<file path="src/hw/rtl/bfs_pkg.sv">
// Shared types and constants of the block-variance focus selector.
package bfs_pkg;

  localparam int unsigned PIX_W      = 8;
  localparam int unsigned SUM_W      = 18;
  localparam int unsigned SQ_W       = 27;
  localparam int unsigned TILE_IDX_W = 10;
  localparam int unsigned CFG_IDX_W  = 2;
  localparam int unsigned CFG_DATA_W = 11;
  localparam int unsigned CFG_TILE_W = 6;
  localparam int unsigned CFG_DIM_W  = 11;

  // Queue entry fields are sized for the largest supported frame and tile.
  localparam int unsigned COL_MAX_W  = 12;
  localparam int unsigned ROW_MAX_W  = 12;
  localparam int unsigned N_MAX_W    = 13;

  localparam int unsigned PROD_W     = (N_MAX_W + SQ_W > 2 * SUM_W) ?
                                       N_MAX_W + SQ_W : 2 * SUM_W;
  localparam int unsigned ACC_W      = 2 * (SUM_W + SQ_W);

  localparam logic [CFG_TILE_W-1:0] TILE_SIZE_RST    = CFG_TILE_W'(10);
  localparam logic [CFG_DIM_W-1:0]  IMAGE_WIDTH_RST  = CFG_DIM_W'(640);
  localparam logic [CFG_DIM_W-1:0]  IMAGE_HEIGHT_RST = CFG_DIM_W'(480);

  typedef enum logic [CFG_IDX_W-1:0] {
    CFG_TILE_SIZE    = 2'd0,
    CFG_IMAGE_WIDTH  = 2'd1,
    CFG_IMAGE_HEIGHT = 2'd2
  } bfs_cfg_idx_e;

  typedef enum logic [2:0] {
    BK_IDLE,
    BK_ACC,
    BK_MUL,
    BK_SUB,
    BK_OUT
  } bfs_back_state_e;

  typedef struct packed {
    logic [PIX_W-1:0]     pixel_first;
    logic [PIX_W-1:0]     pixel_second;
    logic [COL_MAX_W-1:0] col;
    logic [ROW_MAX_W-1:0] row;
    logic [N_MAX_W-1:0]   n;
    logic                 load;
    logic                 tile_end;
    logic                 frame_done;
  } bfs_entry_t;

  typedef struct packed {
    logic [SUM_W-1:0] sum_first;
    logic [SQ_W-1:0]  sumsq_first;
    logic [SUM_W-1:0] sum_second;
    logic [SQ_W-1:0]  sumsq_second;
  } bfs_acc_t;

  typedef struct packed {
    logic [TILE_IDX_W-1:0] tile_col;
    logic [TILE_IDX_W-1:0] tile_row;
    logic                  pick_second;
    logic                  frame_done;
  } bfs_result_t;

endpackage

</file>
<file path="src/hw/rtl/bfs_front.sv">
// Front end: configuration registers, raster and tile counters, item classification.
module bfs_front #(
  parameter int unsigned MAX_WIDTH  = 1024,
  parameter int unsigned MAX_HEIGHT = 1024,
  parameter int unsigned MAX_TILE   = 32
) (
  input  logic                             clk_i,
  input  logic                             rst_ni,
  input  logic                             cfg_valid_i,
  input  logic [bfs_pkg::CFG_IDX_W-1:0]    cfg_index_i,
  input  logic [bfs_pkg::CFG_DATA_W-1:0]   cfg_data_i,
  input  logic                             in_valid_i,
  output logic                             in_ready_o,
  input  logic [bfs_pkg::PIX_W-1:0]        pixel_first_i,
  input  logic [bfs_pkg::PIX_W-1:0]        pixel_second_i,
  output logic                             push_valid_o,
  input  logic                             push_ready_i,
  output bfs_pkg::bfs_entry_t              entry_o
);

  localparam int unsigned XW  = $clog2(MAX_WIDTH);
  localparam int unsigned YW  = $clog2(MAX_HEIGHT);
  localparam int unsigned WCW = $clog2(MAX_WIDTH + 1);
  localparam int unsigned HCW = $clog2(MAX_HEIGHT + 1);
  localparam int unsigned TXW = $clog2(MAX_TILE);
  localparam int unsigned TCW = $clog2(MAX_TILE + 1);

  logic [bfs_pkg::CFG_TILE_W-1:0] tile_size_q;
  logic [bfs_pkg::CFG_DIM_W-1:0]  image_width_q;
  logic [bfs_pkg::CFG_DIM_W-1:0]  image_height_q;

  logic [XW-1:0]  pixel_x_q, pixel_x_d;
  logic [YW-1:0]  pixel_y_q, pixel_y_d;
  logic [TXW-1:0] x_in_tile_q, x_in_tile_d;
  logic [TXW-1:0] y_in_tile_q, y_in_tile_d;
  logic [XW-1:0]  col_q, col_d;
  logic [YW-1:0]  row_q, row_d;

  logic [TCW-1:0]   ts_lim;
  logic [WCW-1:0]   w_lim;
  logic [HCW-1:0]   h_lim;
  logic [TCW-1:0]   x_run, y_run;
  logic [2*TCW-1:0] n_prod;
  logic             row_end, col_end, tile_x_end, tile_y_end;
  logic             accept;

  // Saturate the register values to the supported range.
  always_comb begin
    priority if (tile_size_q == '0) begin
      ts_lim = TCW'(1);
    end else if (tile_size_q > MAX_TILE) begin
      ts_lim = TCW'(MAX_TILE);
    end else begin
      ts_lim = TCW'(tile_size_q);
    end
    priority if (image_width_q == '0) begin
      w_lim = WCW'(1);
    end else if (image_width_q > MAX_WIDTH) begin
      w_lim = WCW'(MAX_WIDTH);
    end else begin
      w_lim = WCW'(image_width_q);
    end
    priority if (image_height_q == '0) begin
      h_lim = HCW'(1);
    end else if (image_height_q > MAX_HEIGHT) begin
      h_lim = HCW'(MAX_HEIGHT);
    end else begin
      h_lim = HCW'(image_height_q);
    end
  end

  assign x_run      = TCW'(x_in_tile_q) + TCW'(1);
  assign y_run      = TCW'(y_in_tile_q) + TCW'(1);
  assign row_end    = (WCW'(pixel_x_q) + WCW'(1)) >= w_lim;
  assign col_end    = (HCW'(pixel_y_q) + HCW'(1)) >= h_lim;
  assign tile_x_end = row_end || (x_run >= ts_lim);
  assign tile_y_end = col_end || (y_run >= ts_lim);
  assign n_prod     = {{TCW{1'b0}}, x_run} * {{TCW{1'b0}}, y_run};

  // Hold off pixels while a register write restarts the frame.
  assign in_ready_o   = push_ready_i && !cfg_valid_i;
  assign push_valid_o = in_valid_i && !cfg_valid_i;
  assign accept       = in_valid_i && in_ready_o;

  always_comb begin
    entry_o.pixel_first  = pixel_first_i;
    entry_o.pixel_second = pixel_second_i;
    entry_o.col          = bfs_pkg::COL_MAX_W'(col_q);
    entry_o.row          = bfs_pkg::ROW_MAX_W'(row_q);
    entry_o.n            = bfs_pkg::N_MAX_W'(n_prod);
    entry_o.load         = (x_in_tile_q == '0) && (y_in_tile_q == '0);
    entry_o.tile_end     = tile_x_end && tile_y_end;
    entry_o.frame_done   = row_end && col_end;
  end

  // Advance the raster position; restart the frame on any register write.
  always_comb begin
    pixel_x_d   = pixel_x_q;
    pixel_y_d   = pixel_y_q;
    x_in_tile_d = x_in_tile_q;
    y_in_tile_d = y_in_tile_q;
    col_d       = col_q;
    row_d       = row_q;
    priority if (cfg_valid_i) begin
      pixel_x_d   = '0;
      pixel_y_d   = '0;
      x_in_tile_d = '0;
      y_in_tile_d = '0;
      col_d       = '0;
      row_d       = '0;
    end else if (accept) begin
      if (row_end) begin
        pixel_x_d   = '0;
        x_in_tile_d = '0;
        col_d       = '0;
        if (col_end) begin
          pixel_y_d   = '0;
          y_in_tile_d = '0;
          row_d       = '0;
        end else begin
          pixel_y_d = pixel_y_q + YW'(1);
          if (tile_y_end) begin
            y_in_tile_d = '0;
            row_d       = row_q + YW'(1);
          end else begin
            y_in_tile_d = y_in_tile_q + TXW'(1);
          end
        end
      end else begin
        pixel_x_d = pixel_x_q + XW'(1);
        if (tile_x_end) begin
          x_in_tile_d = '0;
          col_d       = col_q + XW'(1);
        end else begin
          x_in_tile_d = x_in_tile_q + TXW'(1);
        end
      end
    end
  end

  always_ff @(posedge clk_i or negedge rst_ni) begin
    if (!rst_ni) begin
      tile_size_q    <= bfs_pkg::TILE_SIZE_RST;
      image_width_q  <= bfs_pkg::IMAGE_WIDTH_RST;
      image_height_q <= bfs_pkg::IMAGE_HEIGHT_RST;
      pixel_x_q      <= '0;
      pixel_y_q      <= '0;
      x_in_tile_q    <= '0;
      y_in_tile_q    <= '0;
      col_q          <= '0;
      row_q          <= '0;
    end else begin
      if (cfg_valid_i) begin
        unique case (cfg_index_i)
          bfs_pkg::CFG_TILE_SIZE: begin
            tile_size_q <= cfg_data_i[bfs_pkg::CFG_TILE_W-1:0];
          end
          bfs_pkg::CFG_IMAGE_WIDTH: begin
            image_width_q <= cfg_data_i[bfs_pkg::CFG_DIM_W-1:0];
          end
          bfs_pkg::CFG_IMAGE_HEIGHT: begin
            image_height_q <= cfg_data_i[bfs_pkg::CFG_DIM_W-1:0];
          end
          default: begin
          end
        endcase
      end
      pixel_x_q   <= pixel_x_d;
      pixel_y_q   <= pixel_y_d;
      x_in_tile_q <= x_in_tile_d;
      y_in_tile_q <= y_in_tile_d;
      col_q       <= col_d;
      row_q       <= row_d;
    end
  end

endmodule

</file>
<file path="config.mk">
export PLATFORM = sky130hd
export DESIGN_NAME = bfs_front
export DESIGN_NICKNAME = d
export VERILOG_FILES = /design/src/hw/rtl/bfs_pkg.sv /design/src/hw/rtl/bfs_front.sv
export SDC_FILE = /design/constraint.sdc
export NUM_CORES = 1
export LEC_CHECK = 0
export ABC_AREA = 1
export BUFFER_PORTS_ARGS = -buffer_cell sky130_fd_sc_hd__buf_2
export CAP_MARGIN = 20
export CORE_MARGIN = 2
export CORE_UTILIZATION = 59
export DETAILED_ROUTE_END_ITERATION = 12
export GPL_TIMING_DRIVEN = 0
export PLACE_DENSITY = 0.82
export SLEW_MARGIN = 10
export SYNTH_ARGS = -nofsm -noshare
export SYNTH_HDL_FRONTEND = slang
export SYNTH_SLANG_ARGS = --single-unit
</file>
<file path="constraint.sdc">
create_clock -name clk_i -period 6.1 [get_ports clk_i]
set_clock_uncertainty 0.15 [all_clocks]
set_input_delay 0.61 -clock clk_i [delete_from_list [all_inputs] [get_ports clk_i]]
set_output_delay 0.61 -clock clk_i [all_outputs]
set_load 0.02 [all_outputs]
</file>
==> impl_metrics.yaml <==
drt:
  firstDrtPassIters: 4
  wirelength_um: 13500
  drtIter0Drc: 269
  wl_per_cell_um: 12.6
  route.vias.total: 5439
  viasPerCell: 5.09
  final_antenna_net_count: 0
  drc_errors: 0
worst_setup_path:
  crit_start: "y_in_tile_q[0]"
  cp_max_fo: 9
  critPathCapture: "entry_o[14]"
  critPathSlowestCell: "fa_1"
  worstRegToRegCells: 15
  crit_type: "reg -> out"
  worstPathArrival_ns: 4.79
  max_stage_delay_ns: 0.55
  crit_required_ns: 5.34
  r2r-start: "pixel_x_q[0]"
  cp_common_cell: "inv_1"
  worst-r2r-setup-slack_ns: 2.89
  worstReg2RegEnd: "col_q[5]"
  worstSetupStartpointType: "flip-flop"
  crit_chain: "buf_2 > nand3_1 > nor2_1 > inv_1 > nor2_1 > inv_1 > nor2_1 > fa_1 > fa_1 > inv_1 > fa_1 > inv_1 > ha_1 > nand2_1 > o211ai_1 > nand4_1 > nand4_1 > xor2_1 > buf_2"
  end_kind: "primary output"
power:
  powerDensity_mw_per_mm2: 220
  ir_drop_v: 0.000128
  leakage_nw: 4.11
timing:
  fin_crit_sh_pct: 91.1
  tightest_slew_ns: 0.499
  finalCriticalPeriod_ns: 5.55
  finalMaxSlewViolations: 0
  setup_viol: 0
  tns_ns: 0
  hold_viol: 0
  fmax_mhz: 180
  maxSlewHeadroom_pct: 66.6
  holdWs_ns: 0.318
  rsz0062_at_grt: "false"
final_layout:
  syn_to_final_growth_pct: 11.6
  drive_gt1_share_pct: 15.9
  final_net_count: 1041
  n_fill_cell: 931
  diodes: 0
place:
  numPortBuffers: 69
  hpwl_um: 10400
  place_congestion: 0.896
synth:
  ys.flop_type: "dfrtp_1"
  syn_area_per_cell_um2: 7.55
  synth_edf_count: 0
  netlist_instances: 842
  synth.distinct_cells: 37
  yosysWarnings: 0
  synth_seq_cells: 78
  seq_area_frac_synth_pct: 30.9
  synthArstFlopShare_pct: 100
  netlist_area_mm2: 0.00635
global_route:
  grt_max_degree: 60
  grt_pass1_vias: 5152
  grt_use_total_pct: 24.5
  gr-total-overflow: 0
  use_met2_pct: 42.4
  grt_pass1_wl_um: 22800
  antenna_found_initial: 0
  use_met3_pct: 3.03
  grt.busiest_layer: "met2"
  met1_usage_pct: 31.8
clocking:
  htreeDepth: 3
  cts_tree: "built"
  numCtsBuffers: 9
  clock-root-buffer: "clkbuf_8"
  clock_path_buffers: 2
  clock_latency_ns: 0.37
  clock-sinks: 78
  cts_resized: 0
  path_clk_slew_ns: 0.09
  cts_setup_buffers: 0
die:
  pin_count: 92
  die_area_mm2: 0.0116
  coreArea_mm2: 0.0104
  die_width_um: 108
  chipHeight_um: 108
  num_rows: 37
  start_util_pct: 61.3
run:
  drv_cap: 0
hold_path:
  hold_class: "in -> reg"
status:
  status: "completed"
[registers in the layout, indices dropped and copies added (netlist names)]
register	flops
col_q	10
image_height_q	11
image_width_q	11
pixel_x_q	10
pixel_y_q	10
row_q	10
tile_size_q	6
x_in_tile_q	5
y_in_tile_q	5
[layout make-up]
class / count / area [µm²] / share of cell area, %
clock buffers: 10 / 128 / 1.80
multi-input cells: 609 / 3670 / 51.7
well taps: 136 / 170 / 2.40
plain buffers: 39 / 284 / 4.00
repair buffers: 71 / 385 / 5.43
flip-flops and latches: 78 / 1960 / 27.7
clock inverters: 6 / 38.8 / 0.547
inverters: 120 / 455 / 6.42
[Yosys cell counts (4+ instances only)]
cell type | count | area [µm²]
a21oi_1 | 15 | 75.1
inv_1 | 115 | 432
dfstp_2 | 8 | 210
inv_2 | 4 | 15.0
nand2_1 | 233 | 875
buf_6 | 6 | 67.6
nor2_1 | 75 | 282
buf_4 | 24 | 180
nand2_2 | 5 | 31.3
nand4_1 | 16 | 100
ha_1 | 62 | 776
xnor2_1 | 7 | 61.3
nor2_2 | 5 | 31.3
dfrtp_1 | 70 | 1750
fa_1 | 17 | 340
o21ai_0 | 48 | 240
nor3_1 | 4 | 20.0
nand3b_1 | 5 | 37.5
nand3_1 | 58 | 290
nor4_1 | 5 | 31.3
a21o_1 | 5 | 37.5
clkbuf_1 | 7 | 26.3
xor2_1 | 32 | 280
[logic make-up after synthesis]
family                   after synthesis  share of synthesized area, %
flip-flops                            78                          30.9
adder cells (fa/ha/maj)               79                          17.6
XOR/XNOR                              39                          5.38
AND/OR/NAND/NOR                      416                          28.7
other                                  1                        0.0590
AO/OA/AOI/OAI                         70                          5.77
buffers and inverters                159                          11.6
[stage by stage]
stage	cells	utilization, %	worst slack, ns	area [µm²]	power (mW)
2_1_floorplan	846	-	1.38	6370	1.06
3_3_place_gp	1051	66.4	1.05	6890	1.20
3_5_place_dp	1052	66.7	0.956	6920	1.22
4_1_cts	1069	68.4	0.560	7090	1.56
5_1_grt	1069	68.4	0.274	7090	1.66
6_report	1069	68.4	0.546	7090	1.56
[layout by cell type, fill, tap and decap left out, types with 4 or more instances in the layout]
cell type / Yosys / routed
buf_4: 24 / 25
conb_1: 1 / 5
ha_1: 62 / 62
nand3b_1: 5 / 5
nand4_1: 16 / 16
xnor2_1: 7 / 7
a21oi_1: 15 / 15
nor2_1: 75 / 75
nand2_1: 233 / 233
a21o_1: 5 / 5
buf_2: 2 / 70
nor4_1: 5 / 5
clkbuf_1: 7 / 8
dfstp_2: 8 / 8
xor2_1: 32 / 32
nand2_2: 5 / 5
o21ai_0: 48 / 48
nand3_1: 58 / 58
nor3_1: 4 / 4
dfrtp_1: 70 / 70
nor2_2: 5 / 5
fa_1: 17 / 17
inv_2: 4 / 4
inv_1: 115 / 115
buf_6: 6 / 6
clkbuf_8: 0 / 9
[worst max-delay path, delay by kind of cell, from the launching register on]
family	cells	cell delay, ns
buffers and inverters	6	0.70
xor gates and xnor gates	1	0.18
DFF	1	0.41
adders and majority gates	4	1.86
AOI/OAI and AO/OA	1	0.30
and+or+nand+nor	7	0.99
[routing by layer]
layer,wire (µm),up-vias,part of all wire (%)
li1,-,2816,-
met1,6280,2489,47
met2,6510,116,48
met3,473,18,3.5
met4,203,0,1.5
met5,0,-,0
[power breakdown]
part | internal [mW] | total [mW] | switching (mW) | leakage (nW)
Sequential | 0.579 | 0.637 | 0.0585 | 1.03
Combinational | 0.202 | 0.579 | 0.377 | 3.00
Clock | 0.146 | 0.343 | 0.197 | 0.0820
[what timing repair did]
action                     CTS  global route
hold endpoints to repair    14             0
setup endpoints to repair    0             0
hold buffers                 1             0
[how the worst min path moves through the flow]
stage | from | to | slack (ns) | cells after the start
after floorplan | rst_ni | col_q[0] | 0.16 | 0
after global placement | pixel_x_q[9] | pixel_x_q[9] | 0.32 | 2
after detailed placement | pixel_x_q[9] | pixel_x_q[9] | 0.32 | 2
after CTS | cfg_data_i[7] | image_height_q[7] | 0.32 | 3
after global routing | cfg_data_i[7] | image_height_q[7] | 0.34 | 3
final | cfg_data_i[7] | image_height_q[7] | 0.32 | 3
(Power assumes the default switching activity.)
