`src/hw/rtl/bfs_pkg.sv`:
```
// Shared types and constants of the block-variance focus selector.
package bfs_pkg;

  localparam int unsigned PIX_W      = 8;
  localparam int unsigned SUM_W      = 18;
  localparam int unsigned SQ_W       = 27;
  localparam int unsigned TILE_IDX_W = 10;
  localparam int unsigned CFG_IDX_W  = 2;
  localparam int unsigned CFG_DATA_W = 11;
  localparam int unsigned CFG_TILE_W = 6;
  localparam int unsigned CFG_DIM_W  = 11;

  // Queue entry fields are sized for the largest supported frame and tile.
  localparam int unsigned COL_MAX_W  = 12;
  localparam int unsigned ROW_MAX_W  = 12;
  localparam int unsigned N_MAX_W    = 13;

  localparam int unsigned PROD_W     = (N_MAX_W + SQ_W > 2 * SUM_W) ?
                                       N_MAX_W + SQ_W : 2 * SUM_W;
  localparam int unsigned ACC_W      = 2 * (SUM_W + SQ_W);

  localparam logic [CFG_TILE_W-1:0] TILE_SIZE_RST    = CFG_TILE_W'(10);
  localparam logic [CFG_DIM_W-1:0]  IMAGE_WIDTH_RST  = CFG_DIM_W'(640);
  localparam logic [CFG_DIM_W-1:0]  IMAGE_HEIGHT_RST = CFG_DIM_W'(480);

  typedef enum logic [CFG_IDX_W-1:0] {
    CFG_TILE_SIZE    = 2'd0,
    CFG_IMAGE_WIDTH  = 2'd1,
    CFG_IMAGE_HEIGHT = 2'd2
  } bfs_cfg_idx_e;

  typedef enum logic [2:0] {
    BK_IDLE,
    BK_ACC,
    BK_MUL,
    BK_SUB,
    BK_OUT
  } bfs_back_state_e;

  typedef struct packed {
    logic [PIX_W-1:0]     pixel_first;
    logic [PIX_W-1:0]     pixel_second;
    logic [COL_MAX_W-1:0] col;
    logic [ROW_MAX_W-1:0] row;
    logic [N_MAX_W-1:0]   n;
    logic                 load;
    logic                 tile_end;
    logic                 frame_done;
  } bfs_entry_t;

  typedef struct packed {
    logic [SUM_W-1:0] sum_first;
    logic [SQ_W-1:0]  sumsq_first;
    logic [SUM_W-1:0] sum_second;
    logic [SQ_W-1:0]  sumsq_second;
  } bfs_acc_t;

  typedef struct packed {
    logic [TILE_IDX_W-1:0] tile_col;
    logic [TILE_IDX_W-1:0] tile_row;
    logic                  pick_second;
    logic                  frame_done;
  } bfs_result_t;

endpackage

```
`src/hw/rtl/bfs_queue.sv`:
```
// Short register queue between the front end and the back end.
module bfs_queue #(
  parameter int unsigned DEPTH = 2
) (
  input  logic                clk_i,
  input  logic                rst_ni,
  input  logic                push_valid_i,
  output logic                push_ready_o,
  input  bfs_pkg::bfs_entry_t push_entry_i,
  output logic                pop_valid_o,
  input  logic                pop_i,
  output bfs_pkg::bfs_entry_t pop_entry_o
);

  localparam int unsigned PW = (DEPTH > 1) ? $clog2(DEPTH) : 1;
  localparam int unsigned CW = $clog2(DEPTH + 1);

  bfs_pkg::bfs_entry_t slot_q [DEPTH];
  logic [PW-1:0] wptr_q, rptr_q;
  logic [CW-1:0] count_q;
  logic          do_push, do_pop;

  assign push_ready_o = count_q != CW'(DEPTH);
  assign pop_valid_o  = count_q != '0;
  assign pop_entry_o  = slot_q[rptr_q];
  assign do_push      = push_valid_i && push_ready_o;
  assign do_pop       = pop_i && pop_valid_o;

  always_ff @(posedge clk_i) begin
    if (do_push) begin
      slot_q[wptr_q] <= push_entry_i;
    end
  end

  always_ff @(posedge clk_i or negedge rst_ni) begin
    if (!rst_ni) begin
      wptr_q  <= '0;
      rptr_q  <= '0;
      count_q <= '0;
    end else begin
      if (do_push) begin
        wptr_q <= (wptr_q == PW'(DEPTH - 1)) ? '0 : wptr_q + PW'(1);
      end
      if (do_pop) begin
        rptr_q <= (rptr_q == PW'(DEPTH - 1)) ? '0 : rptr_q + PW'(1);
      end
      count_q <= count_q + CW'(do_push) - CW'(do_pop);
    end
  end

endmodule

```
`config.mk`:
```
export PLATFORM = sky130hd
export DESIGN_NAME = bfs_queue
export DESIGN_NICKNAME = d
export VERILOG_FILES = /design/src/hw/rtl/bfs_pkg.sv /design/src/hw/rtl/bfs_queue.sv
export SDC_FILE = /design/constraint.sdc
export NUM_CORES = 1
export LEC_CHECK = 0
export BUFFER_PORTS_ARGS = -buffer_cell sky130_fd_sc_hd__buf_2
export CAP_MARGIN = 25
export CORE_MARGIN = 2
export CORE_UTILIZATION = 55
export DETAILED_ROUTE_END_ITERATION = 6
export GPL_ROUTABILITY_DRIVEN = 0
export GPL_TIMING_DRIVEN = 0
export PLACE_DENSITY_LB_ADDON = 0.2
export SETUP_SLACK_MARGIN = 0.1
export SLEW_MARGIN = 20
export SYNTH_ARGS = -nofsm -noshare
export SYNTH_HDL_FRONTEND = slang
export SYNTH_SLANG_ARGS = --single-unit
```
`constraint.sdc`:
```
create_clock -name clk_i -period 9.38 [get_ports clk_i]
set_clock_uncertainty 0.05 [all_clocks]
set_input_delay 1.876 -clock clk_i [delete_from_list [all_inputs] [get_ports clk_i]]
set_output_delay 1.876 -clock clk_i [all_outputs]
set_load 0.05 [all_outputs]
```
==> results_dict.tcl, run 1 <==
set metrics [dict create \
    status "finished, final reports clean" \
    nets 396 \
    tritoncts "done" \
    seq_area_frac_synth 0.8115 \
    antenna_cells 0 \
    num_vias 2244 \
    drv_slew 0 \
    portBuffers 117 \
    synthTopCellsByArea "edfxtp_1 79%, mux2_2 15%, dfrtp_1 2.3%" \
    total_power_mw 2.223 \
    routedWlPerCell_um 16.20 \
    final_antenna_net_count 0 \
    htree_levels 4 \
    cp-start-kind "register" \
    async_flop_share 0.03448 \
    synthCells 196 \
    clkTransAtPathRegs_ps 50 \
    ys_warn_count 0 \
    dpl.hpwl_um 4726 \
    core_region_area_um2 7607 \
    fillers 476 \
    critical_path_required_ps 7450 \
    postCtsSetupRepairBufs 0 \
    hold_path.class "reg2reg" \
    synth-main-ff-cell "edfxtp_1" \
    drive_gt1_frac 0.6149 \
    setup_tns_ps 0 \
    dieArea_um2 8481 \
    yosys.area.top_type_share 0.7880 \
    pre_cts_slack_ps 6027 \
    slew_headroom 0.5107 \
    fin_ws_ps 5633 \
    syn_area_um2 4268 \
    gr-total-overflow 0 \
    drtIter0Drc 103 \
    die_h_um 92.09 \
    rows 32 \
    die_w_um 92.09 \
    instances_no_fill 450 \
    placed_cells 418 \
    syn_nets 257 \
    ctsHoldBuffers 0 \
    critical_path_class "reg2out" \
    utilization 0.7436 \
    fin_area_um2 5657 \
    clk_latency_ps 500 \
    setup_viol 0 \
    yosys.area.top_type "edfxtp_1" \
    cp-end-kind "output port" \
    grt_pass1_vias 2370 \
    root_buffer "clkbuf_8" \
    grt_use_total 0.1794 \
    clock_sinks 116 \
    ys_ff_latch 116 \
    powerDensity_nw_per_um2 392.9 \
    ys_types 18 \
    area_growth_pct 32.54 \
    hold_ws_ps 513.0 \
    routed_wirelength_um 7291 \
    via_per_inst 4.987 \
    placedInstanceArea_um2 5076 \
    cp_max_fo 10 \
    route.detailed.drc 0 \
    numCtsBuffers 17 \
    io_pins 118 \
    grt_pass1_wl_um 11150 \
    clock.fmax_mhz 266.9 \
    min_period_ps 3747 \
    grt_max_degree 50 \
    syn_area_per_cell_um2 21.77 \
    cts_resized 0 \
    power.static_leakage_nw 2.154 \
    final.period_utilization 0.3995 \
    arrival_ps 1820 \
    cts_buffer_depth 2 \
    initial_utilization 0.5610 \
    hold_viol_final 0 \
    rsz0062_at_grt "false" \
    cap_violations 0 \
    firstDrtPassIters 4 \
    synth_edf_count 112 \
    vdd_drop_max_mv 0.2380 \
    antenna_found_initial 0 \
    worstMarginPinSlew_ps 732.2 \
]
-- state kept, by name, summed over array words and instances (netlist names) --
name,count
slot_q,112
count_q,2
rptr_q,1
wptr_q,1
-- area by class of cell --
| class | count | area (µm²) | share of cell area |
|---|---|---|---|
| Multi-Input combinational cell | 74 | 762.0 | 0.1347 |
| Clock inverter | 14 | 162.7 | 0.02875 |
| Sequential cell | 116 | 3463 | 0.6123 |
| Buffer | 6 | 55.05 | 0.009732 |
| Tap cell | 102 | 127.6 | 0.02256 |
| Clock buffer | 18 | 417.9 | 0.07388 |
| Timing Repair Buffer | 120 | 668.1 | 0.1181 |
-- kinds of logic after synthesis --
kind of cell | Yosys count | share of synthesized area
AOI/OAI and AO/OA | 4 | 0.007329
adders and majority gates | 1 | 0.002931
muxes | 56 | 0.1478
and+or+nand+nor | 10 | 0.01144
xor gates and xnor gates | 3 | 0.006158
buffers and inverters | 6 | 0.01290
DFF | 116 | 0.8115
-- final timing paths --
| path | startpoint | endpoint | slack [ps] | cells past startpoint |
|---|---|---|---|---|
| max in group asynchronous | rst_ni | wptr_q | 8030 | 1 |
| worst max register to register | count_q[0] | slot_q[0][47] | 7460 | 4 |
| worst min-delay path | wptr_q | wptr_q | 510 | 1 |
| worst min register to register | wptr_q | wptr_q | 510 | 1 |
| min in group asynchronous | rst_ni | count_q[0] | 1120 | 1 |
| worst max-delay path | rptr_q | pop_entry_o[30] | 5630 | 4 |
-- layer usage --
| layer | vias to the layer above | share of wire | track usage |
|---|---|---|---|
| met1 | 1097 | 0.38 | 0.1977 |
| met4 | 0 | 0.0064 | 0.05597 |
| met5 | - | 0 | 0 |
| met3 | 8 | 0.074 | 0.09039 |
| li1 | 1058 | - | - |
| met2 | 81 | 0.53 | 0.3045 |
-- cells in the final DEF, fill, tap and decap left out, types with 2 or more instances in the layout --
| cell | Yosys | routed |
|---|---|---|
| nor2_1 | 3 | 2 |
| clkinvlp_4 | 0 | 5 |
| xnor2_1 | 3 | 3 |
| edfxtp_1 | 112 | 112 |
| mux2_2 | 56 | 56 |
| clkinv_1 | 0 | 2 |
| clkinv_4 | 0 | 2 |
| bufinv_16 | 0 | 3 |
| nand2_1 | 2 | 2 |
| buf_2 | 2 | 119 |
| buf_16 | 0 | 3 |
| dfrtp_1 | 4 | 4 |
| buf_6 | 4 | 4 |
| clkbuf_16 | 0 | 16 |
| clkinv_2 | 0 | 2 |
-- power breakdown --
group	switching [mW]	internal, mW
clock	0.217	0.401
sequential	0.0335	0.709
combinational	0.606	0.256
-- worst max-delay path: stages, from the launching register on --
cell and delay, ps:
dfrtp_1 400, buf_6 180, buf_6 170, mux2_2 350, buf_2 210
-- synthesized netlist by cell type (all sizes together), types with 2 or more instances --
cell type	instances
nor2	3
buf	6
dfrtp	4
mux2	56
edfxtp	112
nand2	2
xnor2	3
Note: power is estimated with default switching activity, not from simulation.
==> run 2, diff against run 1 <==
--- a/config.mk
+++ b/config.mk
@@ -5,10 +5,11 @@
 export SDC_FILE = /design/constraint.sdc
 export NUM_CORES = 1
 export LEC_CHECK = 0
+export ABC_AREA = 1
 export BUFFER_PORTS_ARGS = -buffer_cell sky130_fd_sc_hd__buf_2
 export CAP_MARGIN = 25
 export CORE_MARGIN = 2
-export CORE_UTILIZATION = 55
+export CORE_UTILIZATION = 47
 export DETAILED_ROUTE_END_ITERATION = 6
 export GPL_ROUTABILITY_DRIVEN = 0
 export GPL_TIMING_DRIVEN = 0
==> constraint.sdc (replaced) <==
create_clock -name clk_i -period 3.3 [get_ports clk_i]
set_clock_uncertainty 0.05 [all_clocks]
set_input_delay 0.66 -clock clk_i [delete_from_list [all_inputs] [get_ports clk_i]]
set_output_delay 0.66 -clock clk_i [all_outputs]
set_load 0.05 [all_outputs]
==> run 2 against run 1 <==
  * Synthesized area grew 1.0%
  * Cell count grew 30%
  * First-iteration DRC count shrank 4.9%
  * Worst hold slack lost 210 ps
  * Register-to-register slack lost 6100 ps
  * Global-route usage shrank 0.17 points
==> results_dict.tcl, run 2 <==
set metrics [dict create \
    cts_resized 0 \
    firstDrtPassIters 5 \
    critical_path_required_ps 2590 \
    syn_area_um2 4310 \
    cap_violations 0 \
    htree_levels 4 \
    drtIter0Drc 98 \
    routed_wirelength_um 8375 \
    area_growth_pct 34.25 \
    setup_tns_ps 0 \
    path_delay_family "buffers and inverters" \
    cts_buffer_depth 2 \
    route.detailed.drc 0 \
    utilization 0.6571 \
    min_period_ps 2560 \
    portBuffers 117 \
    ys_warn_count 0 \
    cp-start-kind "register" \
    yosys.area_share.simple 0.1608 \
    synth-main-ff-cell "edfxtp_1" \
    critical_path_class "reg2out" \
    final.period_utilization 0.7758 \
    arrival_ps 1850 \
    synthTopCellsByCount "177 x nand2_1, 112 x edfxtp_1, 7 x inv_1, 6 x buf_4, 5 x nor2_1" \
    io_pins 118 \
    dieArea_um2 9953 \
    grt_pass1_vias 2809 \
    die_w_um 99.77 \
    yosysMostFrequentCell "nand2_1" \
    initial_utilization 0.4895 \
    ctsHoldBuffers 1 \
    final_antenna_net_count 0 \
    rows 34 \
    clkTransAtPathRegs_ps 60 \
    routedWlPerCell_um 14.29 \
    grt_pass1_wl_um 13120 \
    seq_area_frac_synth 0.8035 \
    async_flop_share 0.03448 \
    setup_viol 0 \
    cp_max_fo 10 \
    crit_path_cell_trace "inv_2 > clkbuf_1 > nand2_1 > nand2_1 > buf_2" \
    synth_xor_area_frac 0.002032 \
    crit_top_cell "nand2_1" \
    tritoncts "done" \
    drv_slew 0 \
    status "finished, final reports clean" \
    grt_use_total 0.1778 \
    clock.fmax_mhz 390.6 \
    multiInputGateArea_um2 739.5 \
    syn_area_per_cell_um2 13.30 \
    synth_top_family_by_area "simple AND/OR/NAND/NOR gates" \
    postCtsSetupRepairBufs 0 \
    synth_compound_area_frac 0.002322 \
    final_cell_mix "177 x nand2_1, 119 x buf_2, 112 x edfxtp_1, 16 x clkbuf_16, 7 x inv_1" \
    worstMarginPinSlew_ps 667.5 \
    cpPeakStageDelay_ps 400 \
    rsz0062_at_grt "false" \
    clock_sinks 116 \
    dpl.hpwl_um 5476 \
    nets 526 \
    worst_path_max_delay_cell "dfrtp_1" \
    yosys.area.top_type "edfxtp_1" \
    clk_latency_ps 490 \
    slew_headroom 0.5539 \
    ys_ff_latch 116 \
    syn_nets 385 \
    top_regs "slot_q (112), count_q (2)" \
    hold_path.class "in2reg" \
    grt_max_degree 25 \
    fin_area_um2 5787 \
    die_h_um 99.77 \
    cp-end-kind "output port" \
    yosys.area_share.adder 0.002903 \
    placedInstanceArea_um2 5149 \
    ys_types 15 \
    antenna_found_initial 0 \
    root_buffer "clkbuf_8" \
    gr-total-overflow 0 \
    numCtsBuffers 17 \
    synth_mux_area_frac 0 \
    num_vias 2737 \
    regArea_um2 3463 \
    synthTopCellsByArea "edfxtp_1 78%, nand2_1 15%, dfrtp_1 2.3%" \
    final_common_cell "nand2_1" \
    synthCells 324 \
    antenna_cells 0 \
    hold_viol_final 0 \
    core_region_area_um2 8806 \
    via_per_inst 4.671 \
    fillers 684 \
    largest_reg_flops 112 \
    synth_edf_count 112 \
    yosys.area.top_type_share 0.7803 \
    path_buf_inv 3 \
    largest-register "slot_q" \
    drive_gt1_frac 0.3452 \
]
==> run 2: cell type report <==
class,count,area share
inverter,8,0.005189
clock buffer,18,0.07222
buffer,12,0.01600
sequential,116,0.5985
multi-input combinational,188,0.1278
clock inverter,14,0.03632
timing repair buffer,122,0.1206
tap,108,0.02335
==> run 2: path summary, 6_finish.rpt <==
check	from	to	slack, ps	cells past startpoint
worst max-delay path	rptr_q	pop_entry_o[6]	740	5
worst min-delay path	push_entry_i[50]	slot_q[0][50]	300	1
worst max register to register	count_q[1]	slot_q[1][31]	1400	4
worst min register to register	count_q[0]	count_q[0]	510	1
max in group asynchronous	rst_ni	rptr_q	2620	2
min in group asynchronous	rst_ni	wptr_q	450	2
==> run 2: per-layer routing <==
layer	routed length [µm]	part of all wire	global-route usage	vias to the layer above
met5	0	0	0	-
met4	32	0.0038	0.07376	0
met3	486	0.058	0.06746	2
met2	4275	0.51	0.2983	75
met1	3581	0.43	0.2058	1287
li1	-	-	-	1373
==> run 2: through the flow <==
stage               std cells  hold slack (ps)  setup WS, ps
floorplan                 324            314.4         301.2
global placement          549            418.7        -368.1
detailed placement        553            419.6          1158
CTS                       586            271.6         681.9
global route              586            267.0         583.9
finish                    586            301.6         739.8
==> run 2: worst register-to-register path, stage by stage, from the launching register on <==
cell and delay (ps):
dfrtp_1 420, nand2_1 140, nand2_1 180, nor2_4 570, buf_16 250
==> run 2: kinds of logic after synthesis <==
| family | Yosys count |
|---|---|
| and+or+nand+nor | 184 |
| DFF | 116 |
| buffers and inverters | 20 |
| AOI/OAI and AO/OA | 2 |
| xor gates and xnor gates | 1 |
| adders and majority gates | 1 |
Power of run 2 is not shown: default switching activity piles up to over one toggle a cycle in this logic, so the estimate is an artifact.
